**src/tmr_pkg.sv**
```systemverilog
package tmr_pkg;

    // Default geometry
    localparam int DEF_TEXT_COLS     = 80;
    localparam int DEF_TEXT_ROWS     = 30;
    localparam int DEF_GLYPH_HEIGHT  = 16;
    localparam int DEF_ICON_SIDE     = 128;
    localparam int DEF_COLOR_ENTRIES = 256;

    // Fixed shift for reciprocal-multiply division by a geometry constant
    localparam int RECIP_SHIFT = 16;

    // Widest store addresses over the supported geometry range
    localparam int CELL_ADDR_W  = 13;
    localparam int GLYPH_ADDR_W = 12;
    localparam int ICON_ADDR_W  = 13;
    localparam int COLOR_ADDR_W = 10;

    // Queue between front and back
    localparam int QUEUE_DEPTH = 4;
    localparam int QUEUE_AW    = $clog2(QUEUE_DEPTH);

    // Configuration port
    localparam int CFG_IDX_W  = 2;
    localparam int CFG_DATA_W = 16;
    localparam logic [CFG_IDX_W-1:0] CFG_ICON_LEFT = 2'd0;
    localparam logic [CFG_IDX_W-1:0] CFG_ICON_TOP  = 2'd1;
    localparam logic [10:0] ICON_TOP_RESET = 11'd1024;

    // Pixel-pair select codes taken from the 2-bit pattern
    localparam logic [1:0] SEL_NONE = 2'd0;
    localparam logic [1:0] SEL_HIGH = 2'd1;
    localparam logic [1:0] SEL_LOW  = 2'd2;
    localparam logic [1:0] SEL_BOTH = 2'd3;

    typedef enum logic [2:0] {
        ACT_WR_CELL  = 3'd0,
        ACT_WR_GLYPH = 3'd1,
        ACT_WR_ICON  = 3'd2,
        ACT_WR_COLOR = 3'd3,
        ACT_RENDER   = 3'd4
    } t_act;

    typedef struct packed {
        logic [2:0]  action;
        logic [11:0] address;
        logic [15:0] value;
        logic [8:0]  line;
        logic [7:0]  frame;
    } t_in_item;

    typedef struct packed {
        logic [31:0] pixel_pair;
        logic        from_icon;
    } t_out_item;

    // Classified transaction handed from front to back
    typedef struct packed {
        t_act                    act;
        logic [15:0]             wdata;
        logic [CELL_ADDR_W-1:0]  cell_addr;
        logic [GLYPH_ADDR_W-1:0] glyph_addr;  // write address, or glyph line on render
        logic [ICON_ADDR_W-1:0]  icon_addr;
        logic [COLOR_ADDR_W-1:0] color_addr;
        logic                    slot_on;
        logic                    text_on;
        logic                    icon_on;
        logic                    icon_ok;
        logic [1:0]              quarter;
    } t_job;

endpackage

```
**src/tmr_queue.sv**
```systemverilog
module tmr_queue (
    input  logic          i_clk,
    input  logic          i_rst_n,
    input  logic          i_push,
    input  tmr_pkg::t_job i_job,
    output logic          o_full,
    input  logic          i_pop,
    output logic          o_empty,
    output tmr_pkg::t_job o_head
);
    import tmr_pkg::*;

    t_job                r_slot [QUEUE_DEPTH];
    logic [QUEUE_AW-1:0] r_wptr;
    logic [QUEUE_AW-1:0] r_rptr;
    logic [QUEUE_AW:0]   r_count;

    assign o_full  = r_count == (QUEUE_AW + 1)'(QUEUE_DEPTH);
    assign o_empty = r_count == '0;
    assign o_head  = r_slot[r_rptr];

    // Pointers and fill count
    always_ff @(posedge i_clk) begin
        if (!i_rst_n) begin
            r_wptr  <= '0;
            r_rptr  <= '0;
            r_count <= '0;
        end else begin
            if (i_push) begin
                r_wptr <= r_wptr + 1'b1;
            end
            if (i_pop) begin
                r_rptr <= r_rptr + 1'b1;
            end
            case ({i_push, i_pop})
                2'b10:   r_count <= r_count + 1'b1;
                2'b01:   r_count <= r_count - 1'b1;
                default: ;
            endcase
        end
    end

    // Entry storage
    always_ff @(posedge i_clk) begin
        if (i_push) begin
            r_slot[r_wptr] <= i_job;
        end
    end

endmodule

```
**config.mk**
```make
export PLATFORM = sky130hd
export DESIGN_NAME = tmr_queue
export DESIGN_NICKNAME = d
export VERILOG_FILES = /design/src/tmr_pkg.sv /design/src/tmr_queue.sv
export SDC_FILE = /design/constraint.sdc
export NUM_CORES = 1
export LEC_CHECK = 0
export ABC_AREA = 0
export BUFFER_PORTS_ARGS = -buffer_cell sky130_fd_sc_hd__buf_2
export CAP_MARGIN = 10
export CORE_MARGIN = 2
export CORE_UTILIZATION = 61
export CTS_CLUSTER_DIAMETER = 60
export DETAILED_ROUTE_END_ITERATION = 8
export PLACE_DENSITY = 0.88
export SLEW_MARGIN = 20
export SYNTH_ARGS = -nofsm -noshare
export SYNTH_HDL_FRONTEND = slang
export SYNTH_SLANG_ARGS = --single-unit
```
**constraint.sdc**
```tcl
create_clock -name i_clk -period 6.8 [get_ports i_clk]
set_input_delay 0.68 -clock i_clk [delete_from_list [all_inputs] [get_ports i_clk]]
set_output_delay 0.68 -clock i_clk [all_outputs]
set_load 0.01 [all_outputs]
```
-- Word-level counts from Yosys, hierarchy flattened
Memory sizes are Yosys's and may differ from the RTL's. A register that Yosys moved wholly into a read port is not among the register bits.
Cells that the tools add are included.
- input bits: 77
- bits in read-only memories: 0
- memories kept: 1
- word-level logic and storage cells: 18
- memory bits (writable): 292
- flip-flop bits (word level): 7
- latch bits: 0
- output and inout bits: 75
- memories (memory ; depth ; width ; rd ports ; clocked after Yosys merged registers in ; write ports ; RTL line ; text):
    r_slot ; 4 ; 73 ; 1 ; 1 ; 1 ; tmr_queue.sv:13 ; t_job r_slot [QUEUE_DEPTH];
- multipliers: 0
- add/subtract/negate cells: 4
- $lt $le $gt $ge: 0
- equal/unequal tests: 3
- bitwise logic cells: 0
- shifts and indexed selects: 0
- reductions and logical operators: 2
- divide/modulo/power cells: 0
- mux-type cells: 5
- operator list (cell ; count):
    3-bit case mux with 2 select lines ; 1
    2-bit by 1-bit adder with 2-bit output, second input constant ; 2
    2-bit 2-to-1 mux ; 2
    3-bit by 1-bit adder with 3-bit output, second input constant ; 1
    3-bit == test, second input constant ; 1
    3-bit logical NOT ; 1
    3-bit by 1-bit subtractor with 3-bit output, second input constant ; 1
    2-bit by 1-bit == test with 1-bit output, second input constant ; 1
    2-bit == test, second input constant ; 1
    1-bit 2-to-1 mux ; 2
    2-bit nonzero test ; 1

-- Longest topological paths before layout
Gate-level depths: netlist (run 1).
- depth after elaboration: 3
- depth in mapped cells: 7
- depth with buffers taken out: 7

-- Least setup slack after synthesis (run 1)
OpenSTA, ideal clock, no wires.
- kind: input to register
- start point: in i_push
- end point: mem r_slot[0][0] in the netlist's numbering, enable pin
- setup time: 0.439 ns
- arrival time: 2.387 ns
- buffers on the path: 0
- cell stages on the path: 1
- setup slack: 3.974 ns
- cells stage by stage: and2_1
- longest elaborated chain between the ends: 2
- RTL lines (item ; RTL line ; text):
    start, declared ; tmr_queue.sv:4 ; input logic i_push,
    1-bit 2-to-1 mux ; tmr_queue.sv:45 ; if (i_push) begin
    1-bit 2-to-1 mux (implied by the code) ; tmr_queue.sv:46 ; r_slot[r_wptr] <= i_job;
    end, declared ; tmr_queue.sv:13 ;
Every way passes these cells.

==> results of run 1 <==
==> layer usage <==
layer  global-route usage [%]  up-vias  wire length, µm
li1                         -     2166                -
met1                     26.9     2521             7480
met2                     33.4      173             9990
met3                     5.59       40             1360
met4                     6.06        2              443
met5                        0        -               19
==> worst paths after layout <==
path / depth (start not counted) / slack, ns / endpoint / start
max: 3 / 3.25 / o_head[20] / register
min: 1 / 0.36 / r_slot[1][38] / i_job[38]
max reg2reg: 4 / 4.95 / r_slot[1][57] / r_wptr[1]
min reg2reg: 2 / 0.58 / r_wptr[1] / r_wptr[1]
==> worst max-delay path: stages, from the launching register on <==
cell and delay, ns:
dfxtp_4 0.71, buf_4 0.79, mux4_2 0.63, buf_2 0.16
==> area by class of cell <==
class / count / area (µm²)
clock buffers: 36 / 752
multi-input cells: 104 / 1910
diodes: 4 / 10.0
well taps: 229 / 287
repair buffers: 156 / 866
inverters: 6 / 22.5
fillers: 1029 / 5030
flip-flops and latches: 301 / 8960
clock inverters: 14 / 70.1
==> stage by stage <==
stage	worst slack (ns)	instance area, µm²	total power (µW)	hold slack (ns)
floorplan	3.97	11100	2430	0.473
global route	2.99	12900	4060	0.349
CTS	3.13	12800	3960	0.348
global placement	3.70	11900	2560	0.484
detailed placement	3.70	11900	2580	0.535
finish	3.25	12900	3930	0.365
==> power by group through the flow <==
stage	clock, µW	sequential, µW	combinational [µW]
final	1390	2180	363
after global routing	1490	2180	390
after CTS	1420	2180	362
after detailed placement	0	2220	358
after global placement	0	2210	347
after floorplan	0	2190	248
==> cell usage in the layout, fill, tap and decap left out, types with 2 or more instances in the layout <==
cell	count
edfxtp_1	292
buf_2	151
mux4_2	72
clkbuf_16	29
clkbuf_1	7
clkinv_1	7
dfxtp_1	7
inv_1	6
and2_1	6
ha_1	5
diode_2	4
and2_4	4
clkinv_2	4
xor2_1	3
buf_16	3
xnor2_1	2
nand2_1	2
o21ai_0	2
dfxtp_4	2
clkinvlp_4	2
==> cells in the mapped netlist, types with 2 or more instances <==
cell / instances / area share (%)
and2_1: 10 / 0.57
buf_12: 7 / 1.3
buf_2: 7 / 0.32
dfxtp_1: 9 / 1.6
edfxtp_1: 292 / 79
ha_1: 5 / 0.57
inv_1: 6 / 0.20
mux4_2: 72 / 15
nand2_1: 2 / 0.068
o21ai_0: 2 / 0.091
xnor2_1: 2 / 0.16
xor2_1: 3 / 0.24
==> logic make-up after synthesis <==
| family | count (synthesis) | synth area share [%] |
|---|---|---|
| muxes | 74 | 15.0 |
| adders and majority gates | 6 | 0.747 |
| and+or+nand+nor | 16 | 0.849 |
| buffers and inverters | 22 | 1.93 |
| xor gates and xnor gates | 5 | 0.396 |
| AOI/OAI and AO/OA | 3 | 0.158 |
| DFF | 301 | 80.9 |
==> sequential cells by signal, summed over array words and instances, names as in the netlist, named ones only <==
name	count
r_rptr	2
r_count	3
r_wptr	2
r_slot	292
==> reports/results.txt, run 1 <==
result of the run: finished, final reports clean
layout net count: 681
DRC Markers: 0
Max Fclk: 0.282 GHz
Worst Tran Pin Value: 1.04 ns
sum of negative setup slack: 0 ns
RSZ-0062 raised after global routing: no
Logic pwr share: 9.2%
Reg clk slew, reported paths: 0.06 ns
Wirelength per Cell: 22.7 µm
CP Class: register to output pin
Clock Path Buffers: 3
IO buf count: 151
EDFF count, synth: 292
sequential share of power: 55.4%
WP data arrival: 2.87 ns
synthesis-stage register bit count: 301
cts hold-fix bufs: 0
Final min period: 3.55 ns
Sw Pwr: 843 µW
TritonCTS clock tree: yes
vias in the first global route: 5290
worst rel slew slack: 30.5%
power per cell area: 305 nW/µm²
Int Power: 3080 µW
Final Routed Wirelength: 19.3 mm
max cap viols: 0
Ports: 152
syn_area_per_cell: 25.9 µm²
Sw Ratio: 21.5%
Synth-to-Final Area Change: 16.4%
global placement routability congestion: 0.737
dpl hpwl: 11.0 mm
cell count after synthesis: 427
core area: 17900 µm²
Horiz. Die Dim: 139 µm
Min-Delay Path Class: input port to register
fin crit share: 52.2%
Via Count: 4902
DR pass1 iterations: 4
die height: 139 µm
initial antenna violation count: 5
CTS buffer count: 29
H-tree depth: 1
starting density of the core: 61.8%
Root Buffer: clkbuf_16
final setup fails: 0
Max IR drop VDD: 0.000242 V
Synth async-reset ratio: 0%
worst endpoint required time: 6.12 ns
placed cell count: 792
library cells used by synthesis: 22
Net Count, Synth: 510
Leakage Power: 0.00434 µW
die area: 19200 µm²
yosys warns: 0
initial DRC count: 311
ratio of cells with drive above 1 in the final layout: 43.8%
Slew Viols, Final: 0
Total GRT Usage: 20.2%
first-pass GRT wire length: 29.8 mm
Hold Fails Final Rpt: 0
crit path launch type: register
CTS resizes: 0
CTS Sinks: 301
Post-Syn Area: 11100 µm²
Routed Antenna Nets: 0
number of cells in the finished layout apart from fillers: 850
Post-CTS Setup Inserts: 0
largest net degree at the start of global routing: 74
clock share of power: 35.4%
total grt overflow: 0
final core occ: 71.9%
Fin Clk Skew: 0.00761 ns
Setup crit end kind: output pin
Std-Cell Rows: 49
Clk Latency, worst-skew pair: 0.53 ns
post-synthesis sequential area ratio: 80.9%
top fanout value on the critical path: 46
vias per inst: 5.77
predominant post-synthesis flop cell: edfxtp_1
No activity file was read; power rests on OpenSTA's default activity.
==> run 2: changes to the inputs <==
- CORE_UTILIZATION: 61 -> 57
- PLACE_DENSITY: 0.88 -> 0.83
- clock period: 6.8 -> 3.66 ns (I/O delays scaled with it)
==> run 2 against run 1 <==
Against the previous run: register-to-register slack got worse by 3.1 ns; setup slack worse by 2.2 ns; critical endpoint is now o_head[23]; clock skew fell by 0.0028 ns; critical path depth did not move; first-iteration DRC count decreased by 16%; largest cell class unchanged; total power is 91% higher; wire length fell by 3.5%.
==> reports/results.txt, run 2 (synthesis results as in run 1) <==
Routed Antenna Nets: 0
die height: 143 µm
Synth-to-Final Area Change: 17.5%
worst rel slew slack: 29.8%
Final Routed Wirelength: 18.6 mm
commonest non-fill, non-tap cells in the layout: 292 x edfxtp_1, 151 x buf_2, 72 x mux4_2
clock share of power: 37.2%
IO buf count: 151
RSZ-0062 raised after global routing: no
vias per inst: 5.57
Final min period: 2.58 ns
Final Instance Area: 13000 µm²
Ports: 152
sequential share of power: 53.7%
final setup fails: 0
Hold Fails Final Rpt: 0
TritonCTS clock tree: yes
flop-to-flop setup slack: 1.82 ns
Horiz. Die Dim: 143 µm
Sw Ratio: 20.9%
core area: 18900 µm²
crit path to: o_head[23]
Slew Viols, Final: 0
Leakage Power: 0.00439 µW
layout net count: 683
Reg clk slew, reported paths: 0.06 ns
die area: 20500 µm²
largest net degree at the start of global routing: 74
CTS buffer count: 29
sum of negative setup slack: 0 ns
CTS resizes: 0
cts hold-fix bufs: 0
Worst R2R Path Depth: 4
Sw Pwr: 1570 µW
worst r2r dst: r_slot[0][10]
ratio of cells with drive above 1 in the final layout: 44.3%
Std-Cell Rows: 50
Total GRT Usage: 18.1%
crit path launch type: register
Min-Delay Path Class: input port to register
H-tree depth: 1
Clk Latency, worst-skew pair: 0.53 ns
Root Buffer: clkbuf_16
max FFs per register: 292
Post-CTS Setup Inserts: 0
top fanout value on the critical path: 18
Wirelength per Cell: 21.2 µm
CP Class: register to output pin
global placement routability congestion: 0.706
Max Fclk: 0.387 GHz
r2r startpoint: r_wptr[0]
total grt overflow: 0
commonest non-fill, non-tap cell in the layout: edfxtp_1
initial antenna violation count: 1
Setup crit end kind: output pin
placed cell areas: 12000 µm²
Reg with most FFs: r_slot
worst endpoint required time: 3.29 ns
DRC Markers: 0
WP data arrival: 2.22 ns
starting density of the core: 58.5%
Int Power: 5940 µW
Clock Path Buffers: 3
Logic pwr share: 9.1%
fin crit share: 70.6%
CTS Sinks: 301
dpl hpwl: 10.7 mm
power per cell area: 578 nW/µm²
first-pass GRT wire length: 28.0 mm
Worst Tran Pin Value: 1.05 ns
initial DRC count: 261
DR pass1 iterations: 4
Via Count: 4894
biggest regs: r_slot (292), r_count (3)
vias in the first global route: 5262
Fin Clk Skew: 0.00482 ns
result of the run: finished, final reports clean
max cap viols: 0
Max IR drop VDD: 0.000539 V
-- run 2: cell count changes in the layout (fill, tap and decap cells not counted), sizes merged --
cell | before | now
buf | 156 | 158
bufinv | 0 | 3
clkbuf | 36 | 35
clkinv | 11 | 10
clkinvlp | 2 | 0
diode | 4 | 1
-- run 2: power by group through the flow --
| stage | registers, µW | logic, µW | clock network [µW] |
|---|---|---|---|
| 2_1_floorplan | 4060 | 460 | 0 |
| 3_3_place_gp | 4100 | 659 | 0 |
| 3_5_place_dp | 4110 | 680 | 0 |
| 4_1_cts | 4040 | 685 | 2870 |
| 5_1_grt | 4050 | 739 | 2980 |
| 6_report | 4030 | 681 | 2800 |
-- run 2: metal layers --
layer / vias to the layer above / track usage, % / routed length (µm)
met2: 147 / 30.9 / 9480
met5: - / 0 / 16
met3: 31 / 4.69 / 1300
met1: 2550 / 23.6 / 7500
li1: 2164 / - / -
met4: 2 / 4.49 / 305
-- run 2: worst min-delay path by stage --
stage	cells after the start	slack [ns]	from	endpoint
3_3_place_gp	2	0.48	r_count[2]	r_count[2]
4_1_cts	1	0.03	i_job[22]	r_slot[3][22]
3_5_place_dp	2	0.51	r_count[2]	r_count[2]
5_1_grt	1	0.03	i_job[71]	r_slot[3][71]
2_1_floorplan	0	0.46	i_job[0]	r_slot[0][0]
6_report	1	0.05	i_job[29]	r_slot[0][29]
-- run 2: final cells by class --
type | instances | area, µm²
sequential | 301 | 8960
fill | 1192 | 5900
timing repair buffer | 158 | 886
clock buffer | 35 | 748
antenna | 1 | 2.50
tap | 260 | 325
clock inverter | 14 | 143
inverter | 6 | 22.5
multi-input combinational | 104 | 1910
-- run 2: critical path, stage by stage (launching register included) --
cell and delay [ns]:
dfxtp_4 0.53, buf_4 0.42, mux4_2 0.57, buf_2 0.16
-- run 2: per-stage QoR --
step | util, % | total power (µW) | hold slack (ns) | std cells | setup WS (ns)
2_1_floorplan | - | 4520 | 0.465 | 427 | 0.973
3_3_place_gp | 63.5 | 4760 | 0.481 | 825 | 1.59
3_5_place_dp | 63.7 | 4790 | 0.508 | 826 | 1.57
4_1_cts | 68.4 | 7590 | 0.0269 | 875 | 1.00
5_1_grt | 68.7 | 7760 | 0.0342 | 878 | 0.936
6_report | 68.7 | 7510 | 0.0485 | 879 | 1.08
