### config.mk
export PLATFORM = sky130hd
export DESIGN_NAME = tmr_front
export DESIGN_NICKNAME = d
export VERILOG_FILES = /design/src/tmr_pkg.sv /design/src/tmr_front.sv
export SDC_FILE = /design/constraint.sdc
export NUM_CORES = 1
export LEC_CHECK = 0
export ABC_CLOCK_PERIOD_IN_PS = 9400
export BUFFER_PORTS_ARGS = -buffer_cell sky130_fd_sc_hd__buf_2
export CAP_MARGIN = 25
export CORE_MARGIN = 1
export CORE_UTILIZATION = 54
export CTS_CLUSTER_DIAMETER = 100
export DETAILED_ROUTE_END_ITERATION = 16
export PLACE_DENSITY = 0.87
export SETUP_SLACK_MARGIN = 0.05
export SYNTH_ARGS = -nofsm -noshare
export SYNTH_HDL_FRONTEND = slang
export SYNTH_SLANG_ARGS = --single-unit
### constraint.sdc
create_clock -name i_clk -period 9.4 [get_ports i_clk]
set_input_delay 1.41 -clock i_clk [delete_from_list [all_inputs] [get_ports i_clk]]
set_output_delay 1.41 -clock i_clk [all_outputs]
set_load 0.005 [all_outputs]
### src/tmr_pkg.sv
package tmr_pkg;

    // Default geometry
    localparam int DEF_TEXT_COLS     = 80;
    localparam int DEF_TEXT_ROWS     = 30;
    localparam int DEF_GLYPH_HEIGHT  = 16;
    localparam int DEF_ICON_SIDE     = 128;
    localparam int DEF_COLOR_ENTRIES = 256;

    // Fixed shift for reciprocal-multiply division by a geometry constant
    localparam int RECIP_SHIFT = 16;

    // Widest store addresses over the supported geometry range
    localparam int CELL_ADDR_W  = 13;
    localparam int GLYPH_ADDR_W = 12;
    localparam int ICON_ADDR_W  = 13;
    localparam int COLOR_ADDR_W = 10;

    // Queue between front and back
    localparam int QUEUE_DEPTH = 4;
    localparam int QUEUE_AW    = $clog2(QUEUE_DEPTH);

    // Configuration port
    localparam int CFG_IDX_W  = 2;
    localparam int CFG_DATA_W = 16;
    localparam logic [CFG_IDX_W-1:0] CFG_ICON_LEFT = 2'd0;
    localparam logic [CFG_IDX_W-1:0] CFG_ICON_TOP  = 2'd1;
    localparam logic [10:0] ICON_TOP_RESET = 11'd1024;

    // Pixel-pair select codes taken from the 2-bit pattern
    localparam logic [1:0] SEL_NONE = 2'd0;
    localparam logic [1:0] SEL_HIGH = 2'd1;
    localparam logic [1:0] SEL_LOW  = 2'd2;
    localparam logic [1:0] SEL_BOTH = 2'd3;

    typedef enum logic [2:0] {
        ACT_WR_CELL  = 3'd0,
        ACT_WR_GLYPH = 3'd1,
        ACT_WR_ICON  = 3'd2,
        ACT_WR_COLOR = 3'd3,
        ACT_RENDER   = 3'd4
    } t_act;

    typedef struct packed {
        logic [2:0]  action;
        logic [11:0] address;
        logic [15:0] value;
        logic [8:0]  line;
        logic [7:0]  frame;
    } t_in_item;

    typedef struct packed {
        logic [31:0] pixel_pair;
        logic        from_icon;
    } t_out_item;

    // Classified transaction handed from front to back
    typedef struct packed {
        t_act                    act;
        logic [15:0]             wdata;
        logic [CELL_ADDR_W-1:0]  cell_addr;
        logic [GLYPH_ADDR_W-1:0] glyph_addr;  // write address, or glyph line on render
        logic [ICON_ADDR_W-1:0]  icon_addr;
        logic [COLOR_ADDR_W-1:0] color_addr;
        logic                    slot_on;
        logic                    text_on;
        logic                    icon_on;
        logic                    icon_ok;
        logic [1:0]              quarter;
    } t_job;

endpackage

### src/tmr_front.sv
module tmr_front #(
    parameter int TEXT_COLS     = tmr_pkg::DEF_TEXT_COLS,
    parameter int TEXT_ROWS     = tmr_pkg::DEF_TEXT_ROWS,
    parameter int GLYPH_HEIGHT  = tmr_pkg::DEF_GLYPH_HEIGHT,
    parameter int ICON_SIDE     = tmr_pkg::DEF_ICON_SIDE,
    parameter int COLOR_ENTRIES = tmr_pkg::DEF_COLOR_ENTRIES
) (
    input  logic                               i_clk,
    input  logic                               i_rst_n,
    input  logic                               i_in_valid,
    output logic                               o_in_stall,
    input  tmr_pkg::t_in_item                  i_in_item,
    input  logic                               i_cfg_valid,
    input  logic [tmr_pkg::CFG_IDX_W-1:0]      i_cfg_index,
    input  logic [tmr_pkg::CFG_DATA_W-1:0]     i_cfg_data,
    input  logic                               i_busy,
    input  logic                               i_q_full,
    output logic                               o_push,
    output tmr_pkg::t_job                      o_job
);
    import tmr_pkg::*;

    localparam int CELL_COUNT     = TEXT_COLS * TEXT_ROWS;
    localparam int GLYPH_COUNT    = 256 * GLYPH_HEIGHT;
    localparam int ICON_ROW_BYTES = ICON_SIDE / 8;
    localparam int ICON_BYTES     = ICON_SIDE * ICON_ROW_BYTES;
    localparam int LINE_SLOTS     = TEXT_COLS * 4;
    localparam int LINE_RECIP     = (1 << RECIP_SHIFT) / GLYPH_HEIGHT;
    localparam int COLOR_RECIP    = (1 << RECIP_SHIFT) / COLOR_ENTRIES;

    // Configuration registers
    logic [9:0]  r_icon_left;
    logic [10:0] r_icon_top;

    // Stage 1: classify, estimate quotients, icon window tests
    logic        r_s1_valid;
    t_act        r_s1_act;
    logic [11:0] r_s1_addr;
    logic [15:0] r_s1_value;
    logic [8:0]  r_s1_line;
    logic [7:0]  r_s1_csum;
    logic [5:0]  r_s1_lq0;
    logic [3:0]  r_s1_cq0;
    logic        r_s1_slot_on;
    logic        r_s1_icon_on;
    logic [7:0]  r_s1_dy;
    logic [6:0]  r_s1_d;

    // Stage 2: corrected quotients, color index, icon byte index
    logic                    r_s2_valid;
    t_act                    r_s2_act;
    logic [11:0]             r_s2_addr;
    logic [15:0]             r_s2_value;
    logic [5:0]              r_s2_q;
    logic [3:0]              r_s2_rem;
    logic [COLOR_ADDR_W-1:0] r_s2_cidx;
    logic                    r_s2_slot_on;
    logic                    r_s2_icon_on;
    logic [ICON_ADDR_W-1:0]  r_s2_icon_idx;
    logic                    r_s2_icon_ok;
    logic [1:0]              r_s2_quarter;

    // Stage 3: finished transaction waiting for the queue
    logic r_s3_valid;
    t_job r_s3_job;

    logic        adv;
    logic        accept;
    logic        keep;
    t_act        in_act;
    logic [22:0] lprod;
    logic [20:0] cprod;
    logic [7:0]  csum;
    logic [11:0] l12;
    logic [11:0] top12;
    logic [11:0] dy12;
    logic [11:0] d12;
    logic        rows_hit;
    logic        cols_hit;
    logic [9:0]  lrem0;
    logic [10:0] crem0;
    logic [13:0] icon_bi;
    logic [13:0] cell_sum;
    logic        text_on;
    t_job        job;

    assign adv        = !r_s3_valid || !i_q_full;
    assign o_in_stall = i_busy || !adv;
    assign accept     = i_in_valid && !o_in_stall;
    assign o_push     = r_s3_valid && !i_q_full;
    assign o_job      = r_s3_job;

    // Configuration writes
    always_ff @(posedge i_clk) begin
        if (!i_rst_n) begin
            r_icon_left <= '0;
            r_icon_top  <= ICON_TOP_RESET;
        end else if (i_cfg_valid) begin
            case (i_cfg_index)
                CFG_ICON_LEFT: r_icon_left <= i_cfg_data[9:0];
                CFG_ICON_TOP:  r_icon_top  <= i_cfg_data[10:0];
                default: ;
            endcase
        end
    end

    // Stage 1 logic
    always_comb begin
        in_act = t_act'(i_in_item.action);
        case (in_act)
            ACT_WR_CELL:  keep = 14'(i_in_item.address) < 14'(CELL_COUNT);
            ACT_WR_GLYPH: keep = 13'(i_in_item.address) < 13'(GLYPH_COUNT);
            ACT_WR_ICON:  keep = 14'(i_in_item.address) < 14'(ICON_BYTES);
            ACT_WR_COLOR: keep = i_in_item.address < 12'(COLOR_ENTRIES);
            ACT_RENDER:   keep = 1'b1;
            default:      keep = 1'b0;
        endcase

        lprod = 23'(i_in_item.line) * 23'(LINE_RECIP);
        csum  = i_in_item.frame + i_in_item.line[7:0];
        cprod = 21'(csum) * 21'(COLOR_RECIP);

        l12      = 12'(i_in_item.line);
        top12    = 12'(r_icon_top);
        dy12     = l12 - top12;
        rows_hit = (l12 > top12) && (l12 < top12 + 12'(ICON_SIDE));
        d12      = i_in_item.address - 12'(r_icon_left[9:1]);
        cols_hit = (i_in_item.address >= 12'(r_icon_left[9:1])) &&
                   (d12 < 12'(ICON_SIDE / 2));
    end

    always_ff @(posedge i_clk) begin
        if (!i_rst_n) begin
            r_s1_valid <= 1'b0;
        end else if (adv) begin
            r_s1_valid <= accept && keep;
        end
    end

    always_ff @(posedge i_clk) begin
        if (adv) begin
            r_s1_act     <= in_act;
            r_s1_addr    <= i_in_item.address;
            r_s1_value   <= i_in_item.value;
            r_s1_line    <= i_in_item.line;
            r_s1_csum    <= csum;
            r_s1_lq0     <= lprod[21:16];
            r_s1_cq0     <= cprod[19:16];
            r_s1_slot_on <= i_in_item.address < 12'(LINE_SLOTS);
            r_s1_icon_on <= rows_hit && cols_hit;
            r_s1_dy      <= dy12[7:0];
            r_s1_d       <= d12[6:0];
        end
    end

    // Stage 2 logic: one compare-and-subtract fixes each estimate
    always_comb begin
        lrem0   = 10'(r_s1_line) - 10'(r_s1_lq0) * 10'(GLYPH_HEIGHT);
        crem0   = 11'(r_s1_csum) - 11'(r_s1_cq0) * 11'(COLOR_ENTRIES);
        icon_bi = 14'(r_s1_dy) * 14'(ICON_ROW_BYTES) + 14'(r_s1_d[6:2]);
    end

    always_ff @(posedge i_clk) begin
        if (!i_rst_n) begin
            r_s2_valid <= 1'b0;
        end else if (adv) begin
            r_s2_valid <= r_s1_valid;
        end
    end

    always_ff @(posedge i_clk) begin
        if (adv) begin
            r_s2_act     <= r_s1_act;
            r_s2_addr    <= r_s1_addr;
            r_s2_value   <= r_s1_value;
            r_s2_slot_on <= r_s1_slot_on;
            r_s2_icon_on <= r_s1_icon_on;
            r_s2_quarter <= r_s1_icon_on ? r_s1_d[1:0] : r_s1_addr[1:0];
            if (lrem0 >= 10'(GLYPH_HEIGHT)) begin
                r_s2_q   <= r_s1_lq0 + 6'd1;
                r_s2_rem <= 4'(lrem0 - 10'(GLYPH_HEIGHT));
            end else begin
                r_s2_q   <= r_s1_lq0;
                r_s2_rem <= lrem0[3:0];
            end
            if (crem0 >= 11'(COLOR_ENTRIES)) begin
                r_s2_cidx <= COLOR_ADDR_W'(crem0 - 11'(COLOR_ENTRIES));
            end else begin
                r_s2_cidx <= crem0[COLOR_ADDR_W-1:0];
            end
            r_s2_icon_ok  <= icon_bi < 14'(ICON_BYTES);
            r_s2_icon_idx <= (icon_bi < 14'(ICON_BYTES)) ? icon_bi[ICON_ADDR_W-1:0] : '0;
        end
    end

    // Stage 3 logic: cell address and transaction assembly
    always_comb begin
        text_on  = 7'(r_s2_q) < 7'(TEXT_ROWS);
        cell_sum = 14'(r_s2_q) * 14'(TEXT_COLS) + 14'(r_s2_addr[11:2]);

        job            = '0;
        job.act        = r_s2_act;
        job.wdata      = r_s2_value;
        job.slot_on    = r_s2_slot_on;
        job.text_on    = text_on;
        job.icon_on    = r_s2_icon_on;
        job.icon_ok    = r_s2_icon_ok;
        job.quarter    = r_s2_quarter;
        if (r_s2_act == ACT_RENDER) begin
            job.cell_addr  = (text_on && r_s2_slot_on) ? cell_sum[CELL_ADDR_W-1:0] : '0;
            job.glyph_addr = GLYPH_ADDR_W'(r_s2_rem);
            job.icon_addr  = r_s2_icon_idx;
            job.color_addr = r_s2_cidx;
        end else begin
            job.cell_addr  = CELL_ADDR_W'(r_s2_addr);
            job.glyph_addr = r_s2_addr;
            job.icon_addr  = ICON_ADDR_W'(r_s2_addr);
            job.color_addr = r_s2_addr[COLOR_ADDR_W-1:0];
        end
    end

    always_ff @(posedge i_clk) begin
        if (!i_rst_n) begin
            r_s3_valid <= 1'b0;
        end else if (adv) begin
            r_s3_valid <= r_s2_valid;
        end
    end

    always_ff @(posedge i_clk) begin
        if (adv) begin
            r_s3_job <= job;
        end
    end

endmodule

After elaboration in Yosys (flattened, before gate mapping)
Index checks and enable logic that the tools add are counted.
W data, S select, Z words.
Cells by class
  add/subtract/negate cells: 10
  multipliers: 1
  order comparisons: 12
  eq/ne operators: 6
  muxes and demuxes: 7
  reductions and logical operators: 19
Operator list (count)
  $mux W47: 1
  $lt A12 B12 Y1 const B: 2
  $lt A12 B9 Y1 const B: 2
  $add A12 B5 Y13: 1
  $add A13 B10 Y13: 1
  $lt A13 B12 Y1 const B: 1
  $add A11 B8 Y12 const B: 1
  $ge A12 B9 Y1: 1
  $lt A12 B7 Y1 const B: 1
  $lt A9 B12 Y1: 1
  $mux W12: 1
  $sub A12 B9 Y12: 1
  $gt A9 B11 Y1: 1
  $ge A10 B5 Y1 const B: 1
  $sub A8 B9 Y10 const B: 1
  $sub A9 B9 Y10: 1
  $ge A8 B9 Y1 const B: 1
  $mul A6 B3 Y9 const B: 1
  $add A8 B8 Y8: 1
  $mux W8: 1
  $sub A8 B8 Y8: 1
  $logic_and A1 B1 Y1: 7
  $add A5 B1 Y6 const B: 1
  $eq A3 B2 Y1 const B: 2
  15 further kinds: 22
Word-level totals
  bits in registers: 236
  input port bits: 72
  output and inout port bits: 75
  word-level logic and storage cells: 97

Logic depth before layout (Yosys ltp)
  depth after elaboration: 7
  gate-level depth with buffers: 10
  mapped depth without buffers: 10

Worst setup path after synthesis
Ideal clock, no wire load.
  kind: input port to output port
  start point: input port i_q_full
  end point: output port o_in_stall
  data arrival time: 6040 ps
  data required time: 7990 ps
  setup slack: 1950 ps
  cell stages on the path: 2
  path buffers: 0
  path through: nand2_1 nand2b_1
On the way
  word-level cells in the longest chain between the ends: 4
RTL lines
  from (decl): line tmr_front.sv:17  | input logic i_q_full,
  $logic_not A1 Y1: line tmr_front.sv:87  | assign adv = !r_s3_valid || !i_q_full;
  $logic_or A1 B1 Y1: line tmr_front.sv:87
  $logic_not A1 Y1: line tmr_front.sv:88  | assign o_in_stall = i_busy || !adv;
  $logic_or A1 B1 Y1: line tmr_front.sv:88
  to (decl): line tmr_front.sv:11  | output logic o_in_stall,
Every way passes these cells.

Worst setup path after layout
Same ends and word-level chain as after synthesis.

==> qor.csv <==
metric;value;unit
status;complete, no violations;
met3 routed WL;847;um
DRT iter0 DRCs;365;
fin nets;936;
largest net degree at the start of global routing;83;
count leader, synth;edfxtp_1;
Max-slew headroom;0.351;
vias in the first global route;5255;
Setup TNS;0;ns
DIE HEIGHT;133;um
Max Slew Vio Count;0;
number of H-tree levels;1;
fin crit share;0.395;
Yosys top cell by area;edfxtp_1;
number of synthesized flops with an enable pin;202;
CTS Sinks;225;
Setup crit start kind;input port;
final hold viol count;0;
class of the worst hold path;flop to flop;
layout cells sized above 1;0.227;
CP endpoint kind;output pin;
WP data arrival;2.30;ns
DR WL/cell;15.9;um
Seq/Total Area, Yosys;0.703;
slowest CP cell;nand2_4;
Buf/Inv on CP;2;
CP required;7.99;ns
Final setup viols;0;
CTS root buf;clkbuf_16;
Post-Syn Area per Cell;14.1;um2
initial core utilization;0.556;
Post-CTS Repair Setup Buffers;0;
Reg power frac;0.524;
Synth top area share;0.653;
Yosys warnings;0;
Clock Skew;0.0136;ns
met2 routed WL;8.37;mm
dominant synthesized flop cell;edfxtp_1;
final WL;16.8;mm
FF+latch count, synth;225;
number of antenna violations at the first check in global routing;0;
power share of the clock group;0.384;
DIE AREA;0.0177;mm2
number of remaining DRC errors;0;
total gr overflow;0;
# rows;47;
Internal Pwr Total;1.81;mW
Distinct cells, synth;53;
hold_buf cts;0;
area delta synth->final;18.6;%
clk buf depth;3;
CP max FO;43;
cell chain of the critical path;buf_2 > nand2_4 > nand2b_1 > buf_2;
Gate power share;0.092;
total track usage;0.191;
DR vias/cell;5.22;
first-pass GRT wire length;26.2;mm
Top Ports;147;
TritonCTS clock tree;yes;
fmax;270;MHz
post-route ant nets;0;
Final Critical Period;3.71;ns
peak supply drop;133;uV
Final GP Congestion;0.893;
CTS resizes;0;
core area;0.0167;mm2
met1 WL;6.98;mm
DP HPWL;11.7;mm
max_cap viols;0;
WS Path Type;input port to output pin;
LEAKAGE;4.66;nW
most instantiated cells after synthesis;edfxtp_1 (202), nand2_1 (88), inv_1 (45);
Slew @ Worst Pin;0.973;ns
worst skew pair latency;0.50;ns
Inserted Clock Buffers;23;
DR pass1 iterations;5;
largest delay contributor family on the critical path;simple AND/OR/NAND/NOR gates;
Pwr Total;2.31;mW
# port buffers;141;
vias;5497;
power per cell area;210;mW/mm2
Chip Width;133;um
CTS clk-pin slew, worst paths;0.06;ns
Mapped Cells;659;
Async SR Flop Fraction;0;
Top Layer Used;met4;
CP dominant cell by count;buf_2;
# diodes;0;
Psw;500;uW
sw frac;0.217;
Synth Cell Area;0.00929;mm2
top cells by area, synth;edfxtp_1 (65%), ha_1 (5.7%), dfxtp_1 (5.0%), nand2_1 (3.6%), nor2b_1 (1.9%);
RSZ-0062 raised after global routing;no;
Final Util;0.659;
delay of the slowest critical-path stage;0.40;ns
cell usage in the layout, fill, tap and decap left out, drive strengths merged, types with 23 or more instances in the layout:
cell type  instances
a21oi             30
buf              144
clkbuf            25
dfxtp             23
edfxtp           202
ha                42
inv               46
nand2             88
nor2              25
nor2b             28
o21ai             23
power groups by stage:
| stage | clock [mW] | combinational, mW | sequential (mW) |
|---|---|---|---|
| 2_1_floorplan | 0 | 0.127 | 1.23 |
| 3_3_place_gp | 0 | 0.200 | 1.23 |
| 3_5_place_dp | 0 | 0.209 | 1.23 |
| 4_1_cts | 0.900 | 0.212 | 1.21 |
| 5_1_grt | 0.941 | 0.236 | 1.22 |
| 6_report | 0.886 | 0.213 | 1.21 |
cells by family after synthesis:
kind of cell               Yosys count  synth area share
AOI/OAI and AO/OA                   94            0.0639
xor gates and xnor gates            28            0.0264
adders and majority gates           47            0.0674
buffers and inverters               57            0.0240
DFF                                225             0.703
muxes                               15            0.0166
other                                1          0.000404
and+or+nand+nor                    192            0.0985
through the flow:
| stage | cells | instance area [um2] | hold WS, ns | setup slack (ns) |
|---|---|---|---|---|
| floorplan | 660 | 9290 | 0.400 | 1.95 |
| global placement | 1011 | 10200 | 0.400 | 5.73 |
| detailed placement | 1011 | 10200 | 0.405 | 5.71 |
| CTS | 1053 | 11000 | 0.406 | 5.69 |
| global route | 1054 | 11000 | 0.420 | 5.64 |
| finish | 1054 | 11000 | 0.412 | 5.69 |
cell type report:
cell class	instances	area, um2
clock buffer	25	583
tap	220	275
clock inverter	17	166
timing repair buffer	144	736
multi-input combinational	378	2550
fill	1194	5690
inverter	45	169
sequential	225	6530
path summary, 6_finish.rpt:
kind           startpoint            to  slack [ns]  cells past startpoint
max              i_q_full    o_in_stall        5.69                      4
min          r_s1_addr[9]  r_s2_addr[9]        0.41                      0
max reg2reg     r_s2_q[1]     o_job[52]        6.41                     10
min reg2reg  r_s1_addr[9]  r_s2_addr[9]        0.41                      0
per-layer routing:
metal  global-route usage  vias up
li1                     -     2690
met4               0.0852        0
met5                    0        -
met1                0.239     2581
met3               0.0282       47
met2                0.332      179
state kept, by name (all words and copies together) (netlist names), 2 cells and up:
| register | flops |
|---|---|
| r_s2_value | 16 |
| r_s2_icon_idx | 13 |
| r_s2_addr | 12 |
| r_s2_cidx | 8 |
| r_s1_addr | 12 |
| r_s1_line | 9 |
| r_icon_left | 9 |
| r_s1_dy | 8 |
| o_job | 71 |
| r_s1_csum | 8 |
| r_s2_act | 3 |
| r_s1_d | 7 |
| r_s1_value | 16 |
| r_s1_act | 3 |
| r_s2_rem | 4 |
| r_s2_quarter | 2 |
| r_s2_q | 5 |
| r_icon_top | 11 |
Power figures use the tool's default switching activity.
